===== src/rtl/uam_pkg.sv =====
// ----------------------------------------------------------------------------
// uam_pkg
// Shared types and constants for the undirected adjacency matrix block.
// ----------------------------------------------------------------------------
package uam_pkg;

  // graph size and derived widths
  localparam int unsigned MaxVertices = 8;
  localparam int unsigned VtxW        = $clog2(MaxVertices);
  localparam int unsigned CntW        = VtxW + 1;
  localparam int unsigned DegW        = 4;
  localparam int unsigned EdgeW       = 6;

  // operation codes
  typedef enum logic [1:0] {
    OP_INSERT = 2'd0,
    OP_REMOVE = 2'd1,
    OP_LIST   = 2'd2,
    OP_DEGREE = 2'd3
  } op_e;

  // result status codes
  typedef enum logic [1:0] {
    ST_OK    = 2'd0,
    ST_RANGE = 2'd1,
    ST_EMPTY = 2'd2
  } status_e;

  // input word
  typedef struct packed {
    logic [1:0]      operation;
    logic [VtxW-1:0] vertex_a;
    logic [VtxW-1:0] vertex_b;
  } in_word_t;

  // output word
  typedef struct packed {
    logic [1:0]       status;
    logic [VtxW-1:0]  edge_from;
    logic [VtxW-1:0]  edge_to;
    logic [EdgeW-1:0] edge_total;
    logic [DegW-1:0]  degree_value;
    logic             last_result;
  } out_word_t;

  // controller states
  typedef enum logic [2:0] {
    S_IDLE,
    S_CHECK,
    S_UPD_A,
    S_UPD_B,
    S_RESP,
    S_SCAN,
    S_FLUSH
  } state_e;

  // kind of word written to the output register
  typedef enum logic [1:0] {
    EMIT_PEND,
    EMIT_EMPTY,
    EMIT_RANGE,
    EMIT_DEG
  } emit_e;

  // controller to datapath
  typedef struct packed {
    logic  load;
    logic  upd_a;
    logic  upd_b;
    logic  scan_adv;
    logic  pend_load;
    logic  emit;
    logic  emit_last;
    emit_e emit_sel;
  } ctrl_cmd_t;

  // datapath to controller
  typedef struct packed {
    logic is_list;
    logic range_err;
    logic need_upd;
    logic scan_end;
    logic scan_hit;
    logic pend_valid;
    logic out_free;
  } ctrl_sts_t;

endpackage


===== src/rtl/uam_dp.sv =====
// ----------------------------------------------------------------------------
// uam_dp
// Datapath: adjacency rows, degree counters, edge counter, list scan
// pointers, pending edge and the output register.
// ----------------------------------------------------------------------------
module uam_dp (
  input  logic                clk_i,
  input  logic                rst_ni,
  input  logic                cfg_we_i,
  input  logic [3:0]          cfg_wdata_i,
  input  uam_pkg::in_word_t   in_word_i,
  input  uam_pkg::ctrl_cmd_t  cmd_i,
  output uam_pkg::ctrl_sts_t  sts_o,
  output logic                out_valid_o,
  input  logic                out_ready_i,
  output uam_pkg::out_word_t  out_word_o
);
  import uam_pkg::*;

  logic [3:0]            vcount_q;
  logic [1:0]            op_q;
  logic [VtxW-1:0]       a_q, b_q;
  logic [MaxVertices-1:0] rows_q [MaxVertices];
  logic [DegW-1:0]       deg_q  [MaxVertices];
  logic [EdgeW-1:0]      edges_q;
  logic [CntW-1:0]       v_q, w_q;
  logic                  pend_valid_q;
  logic [VtxW-1:0]       pend_from_q, pend_to_q;
  logic                  out_valid_q;
  out_word_t             out_q, out_d;

  logic [CntW-1:0]       n_act;
  logic                  is_list, set_bit;
  logic [VtxW-1:0]       row_addr, col_addr, deg_addr, wr_row, wr_col;
  logic                  cell_bit;
  logic [DegW-1:0]       deg_rd;
  logic                  w_out, out_free;

  // active vertex count, clamped to the matrix size
  assign n_act = (vcount_q > CntW'(MaxVertices)) ? CntW'(MaxVertices) : CntW'(vcount_q);

  assign is_list = (op_q == OP_LIST);
  assign set_bit = (op_q == OP_INSERT);

  // single row read port, shared by the update check and the list scan
  assign row_addr = is_list ? v_q[VtxW-1:0] : a_q;
  assign col_addr = is_list ? w_q[VtxW-1:0] : b_q;
  assign cell_bit = rows_q[row_addr][col_addr];

  // single degree read port
  assign deg_addr = cmd_i.upd_b ? b_q : a_q;
  assign deg_rd   = deg_q[deg_addr];

  // mirrored write address
  assign wr_row = cmd_i.upd_b ? b_q : a_q;
  assign wr_col = cmd_i.upd_b ? a_q : b_q;

  assign w_out    = (w_q >= n_act);
  assign out_free = !out_valid_q || out_ready_i;

  // status to controller
  always_comb begin
    sts_o            = '0;
    sts_o.is_list    = is_list;
    sts_o.range_err  = ({1'b0, a_q} >= n_act) ||
                       ((op_q != OP_DEGREE) && ({1'b0, b_q} >= n_act));
    sts_o.need_upd   = ((op_q == OP_INSERT) && !cell_bit) ||
                       ((op_q == OP_REMOVE) && cell_bit);
    sts_o.scan_end   = w_out && ((v_q + CntW'(1)) >= n_act);
    sts_o.scan_hit   = !w_out && cell_bit;
    sts_o.pend_valid = pend_valid_q;
    sts_o.out_free   = out_free;
  end

  // configuration register
  always_ff @(posedge clk_i or negedge rst_ni) begin
    if (!rst_ni) begin
      vcount_q <= 4'(MaxVertices);
    end else if (cfg_we_i) begin
      vcount_q <= cfg_wdata_i;
    end
  end

  // captured input word
  always_ff @(posedge clk_i) begin
    if (cmd_i.load) begin
      op_q <= in_word_i.operation;
      a_q  <= in_word_i.vertex_a;
      b_q  <= in_word_i.vertex_b;
    end
  end

  // matrix, degrees and edge count; one matrix bit and one degree written per cycle
  always_ff @(posedge clk_i or negedge rst_ni) begin
    if (!rst_ni) begin
      for (int i = 0; i < MaxVertices; i++) begin
        rows_q[i] <= '0;
        deg_q[i]  <= '0;
      end
      edges_q <= '0;
    end else if (cmd_i.upd_a || cmd_i.upd_b) begin
      rows_q[wr_row][wr_col] <= set_bit;
      deg_q[deg_addr]        <= set_bit ? deg_rd + DegW'(1) : deg_rd - DegW'(1);
      if (cmd_i.upd_a) begin
        edges_q <= set_bit ? edges_q + EdgeW'(1) : edges_q - EdgeW'(1);
      end
    end
  end

  // list scan pointers over the upper triangle
  always_ff @(posedge clk_i) begin
    if (cmd_i.load) begin
      v_q <= '0;
      w_q <= CntW'(1);
    end else if (cmd_i.scan_adv) begin
      if (w_out) begin
        v_q <= v_q + CntW'(1);
        w_q <= v_q + CntW'(2);
      end else begin
        w_q <= w_q + CntW'(1);
      end
    end
  end

  // pending edge, held back until it is known whether it is the last one
  always_ff @(posedge clk_i or negedge rst_ni) begin
    if (!rst_ni) begin
      pend_valid_q <= 1'b0;
    end else if (cmd_i.load) begin
      pend_valid_q <= 1'b0;
    end else if (cmd_i.pend_load) begin
      pend_valid_q <= 1'b1;
    end
  end

  always_ff @(posedge clk_i) begin
    if (cmd_i.pend_load) begin
      pend_from_q <= v_q[VtxW-1:0];
      pend_to_q   <= w_q[VtxW-1:0];
    end
  end

  // output word selection
  always_comb begin
    out_d              = '0;
    out_d.edge_total   = edges_q;
    out_d.last_result  = 1'b1;
    case (cmd_i.emit_sel)
      EMIT_PEND: begin
        out_d.status      = ST_OK;
        out_d.edge_from   = pend_from_q;
        out_d.edge_to     = pend_to_q;
        out_d.last_result = cmd_i.emit_last;
      end
      EMIT_EMPTY: out_d.status = ST_EMPTY;
      EMIT_RANGE: out_d.status = ST_RANGE;
      EMIT_DEG: begin
        out_d.status       = ST_OK;
        out_d.degree_value = deg_rd;
      end
      default: out_d.status = ST_OK;
    endcase
  end

  // output register
  always_ff @(posedge clk_i or negedge rst_ni) begin
    if (!rst_ni) begin
      out_valid_q <= 1'b0;
    end else if (cmd_i.emit) begin
      out_valid_q <= 1'b1;
    end else if (out_ready_i) begin
      out_valid_q <= 1'b0;
    end
  end

  always_ff @(posedge clk_i) begin
    if (cmd_i.emit) begin
      out_q <= out_d;
    end
  end

  assign out_valid_o = out_valid_q;
  assign out_word_o  = out_q;

endmodule


===== src/rtl/uam_ctrl.sv =====
// ----------------------------------------------------------------------------
// uam_ctrl
// Controller: sequences check, mirrored update, response and list scan.
// ----------------------------------------------------------------------------
module uam_ctrl (
  input  logic                clk_i,
  input  logic                rst_ni,
  input  logic                in_valid_i,
  output logic                in_ready_o,
  input  uam_pkg::ctrl_sts_t  sts_i,
  output uam_pkg::ctrl_cmd_t  cmd_o
);
  import uam_pkg::*;

  state_e state_q, state_d;

  // state register
  always_ff @(posedge clk_i or negedge rst_ni) begin
    if (!rst_ni) begin
      state_q <= S_IDLE;
    end else begin
      state_q <= state_d;
    end
  end

  // next state
  always_comb begin
    state_d = state_q;
    case (state_q)
      S_IDLE: begin
        if (in_valid_i) state_d = S_CHECK;
      end
      S_CHECK: begin
        if (sts_i.is_list) state_d = S_SCAN;
        else if (sts_i.range_err) state_d = S_RESP;
        else if (sts_i.need_upd) state_d = S_UPD_A;
        else state_d = S_RESP;
      end
      S_UPD_A: state_d = S_UPD_B;
      S_UPD_B: state_d = S_RESP;
      S_RESP: begin
        if (sts_i.out_free) state_d = S_IDLE;
      end
      S_SCAN: begin
        if (sts_i.scan_end) state_d = S_FLUSH;
      end
      S_FLUSH: begin
        if (sts_i.out_free) state_d = S_IDLE;
      end
      default: state_d = S_IDLE;
    endcase
  end

  // commands
  always_comb begin
    cmd_o      = '0;
    in_ready_o = 1'b0;
    case (state_q)
      S_IDLE: begin
        in_ready_o = 1'b1;
        cmd_o.load = in_valid_i;
      end
      S_UPD_A: cmd_o.upd_a = 1'b1;
      S_UPD_B: cmd_o.upd_b = 1'b1;
      S_RESP: begin
        cmd_o.emit     = sts_i.out_free;
        cmd_o.emit_sel = sts_i.range_err ? EMIT_RANGE : EMIT_DEG;
      end
      S_SCAN: begin
        // a new hit pushes the previous one out, so it may wait on the output
        if (!sts_i.scan_end) begin
          if (!sts_i.scan_hit) begin
            cmd_o.scan_adv = 1'b1;
          end else if (!sts_i.pend_valid || sts_i.out_free) begin
            cmd_o.scan_adv  = 1'b1;
            cmd_o.pend_load = 1'b1;
            cmd_o.emit      = sts_i.pend_valid;
            cmd_o.emit_sel  = EMIT_PEND;
          end
        end
      end
      S_FLUSH: begin
        cmd_o.emit      = sts_i.out_free;
        cmd_o.emit_last = 1'b1;
        cmd_o.emit_sel  = sts_i.pend_valid ? EMIT_PEND : EMIT_EMPTY;
      end
      default: cmd_o = '0;
    endcase
  end

  // never overwrite a word still waiting at the output
  a_emit_free: assert property (@(posedge clk_i) disable iff (!rst_ni)
    cmd_o.emit |-> sts_i.out_free)
    else $error("output word overwritten");

  // the mirrored half always follows the first half
  a_upd_pair: assert property (@(posedge clk_i) disable iff (!rst_ni)
    cmd_o.upd_a |=> cmd_o.upd_b)
    else $error("mirrored update missing");

  // an accepted word always leaves idle
  a_accept_busy: assert property (@(posedge clk_i) disable iff (!rst_ni)
    (in_valid_i && in_ready_o) |=> (state_q == S_CHECK))
    else $error("accepted word not processed");

  // a list word ends with a final result as soon as the output is free
  a_flush_done: assert property (@(posedge clk_i) disable iff (!rst_ni)
    (state_q == S_FLUSH && sts_i.out_free) |-> (cmd_o.emit && cmd_o.emit_last))
    else $error("list finished without final word");

endmodule


===== src/rtl/undirected_adjacency_matrix.sv =====
// ----------------------------------------------------------------------------
// undirected_adjacency_matrix
// Undirected graph kept as a symmetric bit matrix with vertex degrees and an
// edge count; insert, remove, degree query and edge listing.
// ----------------------------------------------------------------------------
//  channel   direction  handshake                  payload
//  in        input      in_valid_i / in_ready_o    in_word_i  (in_word_t)
//  out       output     out_valid_o / out_ready_i  out_word_o (out_word_t)
//  cfg       input      cfg_we_i                   cfg_wdata_i (vertex count)
//
//  Insert or remove that changes the matrix: check, both mirrored updates and
//  response; other inserts, removes, degree queries and range errors: check and
//  response. List: check, then a row-by-row scan of the upper triangle through
//  the single row read port, then the final word. New words enter only in idle.
//  Reset clears matrix, degrees and edge count at once; no clearing pass.
//  A full output register stalls the response, the final list word, or the
//  scan at its next hit.
// ----------------------------------------------------------------------------
module undirected_adjacency_matrix (
  input  logic               clk_i,
  input  logic               rst_ni,
  input  logic               cfg_we_i,
  input  logic [3:0]         cfg_wdata_i,
  input  logic               in_valid_i,
  output logic               in_ready_o,
  input  uam_pkg::in_word_t  in_word_i,
  output logic               out_valid_o,
  input  logic               out_ready_i,
  output uam_pkg::out_word_t out_word_o
);
  import uam_pkg::*;

  ctrl_cmd_t cmd;
  ctrl_sts_t sts;

  // sequencer
  uam_ctrl u_ctrl (
    .clk_i      (clk_i),
    .rst_ni     (rst_ni),
    .in_valid_i (in_valid_i),
    .in_ready_o (in_ready_o),
    .sts_i      (sts),
    .cmd_o      (cmd)
  );

  // storage and result path
  uam_dp u_dp (
    .clk_i       (clk_i),
    .rst_ni      (rst_ni),
    .cfg_we_i    (cfg_we_i),
    .cfg_wdata_i (cfg_wdata_i),
    .in_word_i   (in_word_i),
    .cmd_i       (cmd),
    .sts_o       (sts),
    .out_valid_o (out_valid_o),
    .out_ready_i (out_ready_i),
    .out_word_o  (out_word_o)
  );

endmodule

===== config.mk =====
export PLATFORM = sky130hd
export DESIGN_NAME = undirected_adjacency_matrix
export DESIGN_NICKNAME = d
export VERILOG_FILES = /design/src/rtl/uam_pkg.sv /design/src/rtl/uam_dp.sv /design/src/rtl/uam_ctrl.sv /design/src/rtl/undirected_adjacency_matrix.sv
export SDC_FILE = /design/constraint.sdc
export NUM_CORES = 1
export LEC_CHECK = 0
export BUFFER_PORTS_ARGS = -buffer_cell sky130_fd_sc_hd__buf_2
export CAP_MARGIN = 20
export CORE_MARGIN = 2
export CORE_UTILIZATION = 60
export DETAILED_ROUTE_END_ITERATION = 8
export GPL_ROUTABILITY_DRIVEN = 0
export PLACE_DENSITY = 0.75
export SETUP_SLACK_MARGIN = 0.3
export SLEW_MARGIN = 25
export SYNTH_ARGS = -nofsm -noshare
export SYNTH_HDL_FRONTEND = slang
export SYNTH_SLANG_ARGS = --single-unit

===== constraint.sdc =====
create_clock -name clk_i -period 8.27 [get_ports clk_i]
set_clock_uncertainty 0.05 [all_clocks]
set_input_delay 0.827 -clock clk_i [delete_from_list [all_inputs] [get_ports clk_i]]
set_output_delay 0.827 -clock clk_i [all_outputs]
set_load 0.01 [all_outputs]

* After elaboration in Yosys (flattened, before gate mapping)
Cells that the tools add are included.
Word-level totals: register bits after elaboration 152, output and inout bits 21, input bits 17, logic and storage cells 145
Cells by class: multiplexer cells 50, $lt $le $gt $ge 11, bitwise gates (word level) 2, $add $sub $neg 7, reductions and logical operators 26, equal/unequal tests 15
Operators with widths (number):
- bitwise mux 64 bit | 1
- 2-to-1 mux 3 bit | 12
- bitwise mux 32 bit | 1
- binary-select mux 8 bit (select 3 bit) | 1
- demux 8 bit (select 3 bit) | 1
- 2-to-1 mux 4 bit | 6
- 2-to-1 mux 8 bit | 3
- one-hot mux 3 bit (6 select lines) | 1
- 2-to-1 mux 1 bit | 14
- adder 4 x 1 -> 4 bit, second input constant | 3
- binary-select mux 4 bit (select 3 bit) | 1
- demux 4 bit (select 3 bit) | 1
- equality test 3 bit, second input constant | 3
- greater-or-equal comparator 3 x 4 -> 1 bit | 2
- greater-or-equal comparator 4 bit | 2
- greater-or-equal comparator 4 bit, second input constant | 2
- < comparator 3 x 4 -> 1 bit, second input constant | 2
- inverter 3 -> 4 bit | 2
- logical AND 1 bit | 7
- adder 6 x 1 -> 6 bit, second input constant | 1
- equality test 2 bit, second input constant | 3
- equality test 3 x 2 -> 1 bit, second input constant | 2
- 2-to-1 mux 6 bit | 1
- one-hot mux 2 bit (3 select lines) | 1
- other kinds (23) | 38

* Depth between registers and ports, before layout
depth after elaboration 15, mapped depth 14, depth with buffers taken out 12

* Modules after synthesis
Synthesis repeated with hierarchy kept, for this count alone.
Second synthesis, totals: cell total of the unflattened synthesis 871, area total of the unflattened synthesis 8007.7 um^2
By module, submodules not included:
- uam_dp | instances 1, seq. area each 3854.9 um^2, area an instance 7699.9 um^2, cells each 836
- uam_ctrl | instances 1, seq. area each 75.1 um^2, area an instance 307.8 um^2, cells each 35

* Worst setup path before layout
OpenSTA, ideal clock, no wires.
path kind flip-flop to flip-flop, start register u_dp.w_q[0], end register u_dp.out_q (netlist bit u_dp.out_word_o[0]), enable pin, setup time 0.395 ns, cell stages (with the launch flop) 12, period minus slack after synthesis 3.681 ns, setup slack 4.589 ns, data arrival time 3.237 ns, required time 7.825 ns, path through dfxtp_1 > clkbuf_1 > inv_1 > ha_1 > nand2b_1 > a21o_1 > a21o_1 > a21oi_1 > clkbuf_1 > nand3_1 > o21a_1 > nor2_1
RTL lines:
- start, declared | line uam_dp.sv:26 | logic [CntW-1:0] v_q, w_q;
- start signal, assigned | line uam_dp.sv:114 | w_q <= CntW'(1);
- start signal, assigned | line uam_dp.sv:118 | w_q <= v_q + CntW'(2);
- start signal, assigned | line uam_dp.sv:120 | w_q <= w_q + CntW'(1);
- end signal, assigned | line uam_dp.sv:178 | out_q <= out_d;
- end, declared | line uam_dp.sv:30 | out_word_t out_q, out_d;

==> results by group <==
Outcome
  • Status: completed

Synth
  • Synthesis warning total: 0
  • Mapped Area: 7890 sq um
  • Cells after Synth: 804
  • Synth Register Bits: 152
  • Syn_nets: 846
  • Top_reg_cell synth: dfrtp_1
  • Register area share after synthesis: 0.498
  • Mean Syn Cell Area: 9.82 sq um
  • Async SR Flop Fraction: 0.730
  • Post-synth EDFFs: 33
  • Cell variety after synth: 57

Timing
  • Setup violations, final: 0
  • Tcrit/Tclk final: 0.584
  • Worst Max-Slew Pin Slew: 1.00 ns
  • Fin crit period: 4.83 ns
  • Setup_tns: 0 ns
  • Slew margin rel.: 0.330
  • Fmax: 0.207 GHz
  • Pins over their slew limit: 0
  • RSZ-0062 raised after global routing: false
  • Final hold viol count: 0

Die
  • CORE AREA: 12,700 sq um
  • FP Rows: 41
  • Die area: 14,100 sq um
  • Initial Utilization: 0.620
  • Die W: 119 microns
  • I/O pin count: 38
  • Die Y: 119 microns

Critical path
  • CP Class: register to register
  • Worst R2R Setup Slack: 3.44 ns
  • Startpoint Class: register
  • CP Capture Type: register
  • CP arrival: 4.82 ns
  • Required time of the critical path: 8.26 ns
  • Max FO, Critical Path: 24

Cells and area
  • Leading cell types in the layout, fill and taps excluded: nand2_1 (160), dfrtp_1 (110), o21ai_0 (84)
  • Multi-input gate area in the final layout: 3670 sq um
  • Most common cell after layout, fill and taps aside: nand2_1
  • Area Overhead vs Synth: 10.8%
  • ANT cells: 0
  • Reg area: 3930 sq um
  • Fraction of layout cells with a size suffix above 1: 0.123
  • Fillers: 983
  • Nets: 867

Place
  • DP Wirelength: 13.0 mm
  • Port bufs: 37

Routing
  • DRC viols: 0
  • Vias: 6,198
  • WL/cell: 18.6 microns
  • ANT nets after route: 0
  • Vias per std cell: 6.14
  • DR pass1 iterations: 6
  • DRT iter0 DRCs: 795
  • DRT Wirelength: 18.8 mm

Global routing
  • Initial antenna violation count: 0
  • Vias in the first global route: 5,972
  • Tot GR Track Use: 0.281
  • First-pass GRT wire length: 30.8 mm
  • Grt total ovfl: 0
  • Largest net degree at the start of global routing: 76

Clock tree
  • Clock latency on the worst-skew pair: 0.43 ns
  • H-tree depth: 4
  • CTS max path bufs: 2
  • Num CTS Buffers: 17
  • Worst-path clk slew: 0.06 ns
  • CTS tree: built
  • Post-CTS sizing: 0
  • Clock net sink count: 152
  • Setup Fix Bufs, Post-CTS: 0
  • CTS Hold Buffers Added: 0
  • Clock root buffer: clkbuf_16

Flow run
  • Max-Cap Viols: 0

Pwr
  • Max VDD drop: 216 uV
  • Pleak: 3.79 nW
  • Overall power: 2.98 mW
  • Pwr Density: 341 nW/um^2

Worst hold path
  • HP Class: primary input to async pin
[state kept, by name (all words and copies together) (netlist names)]
signal	flops
u_dp.rows_q	64
u_dp.deg_q	32
u_dp.out_word_o	19
u_dp.edges_q	6
u_dp.v_q	4
u_dp.vcount_q	4
u_dp.w_q	4
u_ctrl.state_q	3
u_dp.a_q	3
u_dp.b_q	3
u_dp.pend_from_q	3
u_dp.pend_to_q	3
u_dp.op_q	2
u_dp.out_valid_o	1
u_dp.pend_valid_q	1
[stage by stage]
step / setup WS (ns) / cells / utilization / area (sq um) / hold WS (ns)
floorplan: 4.59 / 804 / - / 7890 / 0.385
global placement: 3.81 / 978 / 0.640 / 8140 / 0.407
detailed placement: 3.60 / 978 / 0.640 / 8140 / 0.416
CTS: 3.53 / 1010 / 0.687 / 8750 / 0.303
global route: 3.23 / 1010 / 0.688 / 8750 / 0.326
finish: 3.44 / 1010 / 0.688 / 8750 / 0.294
[critical path, cell delays in order, from the launching register on]
cell and delay (ns):
dfxtp_1 0.85, and3b_1 0.49, a21o_1 0.79, mux2i_1 0.19, a222oi_1 0.48, a211oi_2 0.17
a22oi_4 0.29, nand3_1 0.16, o21a_1 0.22, nor2_2 0.72
[metal layers]
metal	up-vias	wire, microns	global-route usage
met3	31	1390	0.0574
li1	2908	-	-
met1	3011	8000	0.374
met4	0	376	0.115
met5	-	0	0
met2	248	8990	0.450
[kinds of logic (layout without fill, tap and decap cells)]
group	count (synthesis)	after routing	share of synthesized area
compound gates	219	219	0.176
xor+xnor	16	16	0.0187
fa+ha+maj	25	25	0.0415
buf+inv	66	100	0.0384
flops	152	152	0.498
mux	59	59	0.0808
simple gates	267	267	0.147
[where the power goes]
group | switching, mW | total [mW] | leakage, nW | internal [mW]
combinational | 0.632 | 1.03 | 1.64 | 0.394
clock | 0.304 | 0.790 | 0.304 | 0.486
sequential | 0.170 | 1.16 | 1.85 | 0.994
total | 1.11 | 2.98 | 3.79 | 1.88
[synthesized netlist by cell type, types with 4 or more instances]
cell type	number	share of area
a21oi_1	26	0.016
xor2_1	7	0.0078
nor4_1	6	0.0048
clkbuf_1	26	0.012
a21o_1	12	0.011
o22ai_1	5	0.0040
mux2i_1	39	0.049
xnor2_1	8	0.0089
mux2_2	16	0.023
nor2_1	37	0.018
buf_2	7	0.0044
nand3_1	15	0.0095
ha_1	23	0.036
edfxtp_1	33	0.13
nand2b_1	13	0.010
a31oi_1	12	0.0095
dfxtp_1	8	0.020
and2_0	4	0.0032
dfrtp_1	110	0.35
and2_1	7	0.0055
inv_1	23	0.011
o31ai_1	32	0.030
a222oi_1	4	0.0051
nand2_1	160	0.076
a211oi_1	22	0.021
o21ai_1	10	0.0063
nor2b_1	4	0.0032
o21ai_0	84	0.053
nor3_1	9	0.0057
[cell type report]
| cell class | instances | share of cell area |
|---|---|---|
| clock buffers | 21 | 0.0563 |
| clock inverters | 11 | 0.0130 |
| inverters | 25 | 0.0107 |
| multi-input cells | 586 | 0.419 |
| flip-flops and latches | 152 | 0.449 |
| well taps | 172 | 0.0246 |
| repair buffers | 43 | 0.0270 |
[final timing paths]
path                                            startpoint                           end  cells past startpoint
worst max-delay path              u_dp.v_q[0]$_SDFFE_PP0P_  u_dp.out_word_o[8]$_DFFE_PP_                      9
worst min-delay path                                rst_ni   u_dp.rows_q[30]$_DFFE_PN0P_                      1
worst max register to register    u_dp.v_q[0]$_SDFFE_PP0P_  u_dp.out_word_o[8]$_DFFE_PP_                      9
worst min register to register  u_dp.deg_q[18]$_DFFE_PN0P_    u_dp.deg_q[18]$_DFFE_PN0P_                      2
max in group asynchronous                           rst_ni   u_dp.edges_q[2]$_DFFE_PN0P_                      2
min in group clk_i              u_dp.deg_q[18]$_DFFE_PN0P_    u_dp.deg_q[18]$_DFFE_PN0P_                      2
Note: power is estimated with default switching activity, not from simulation.
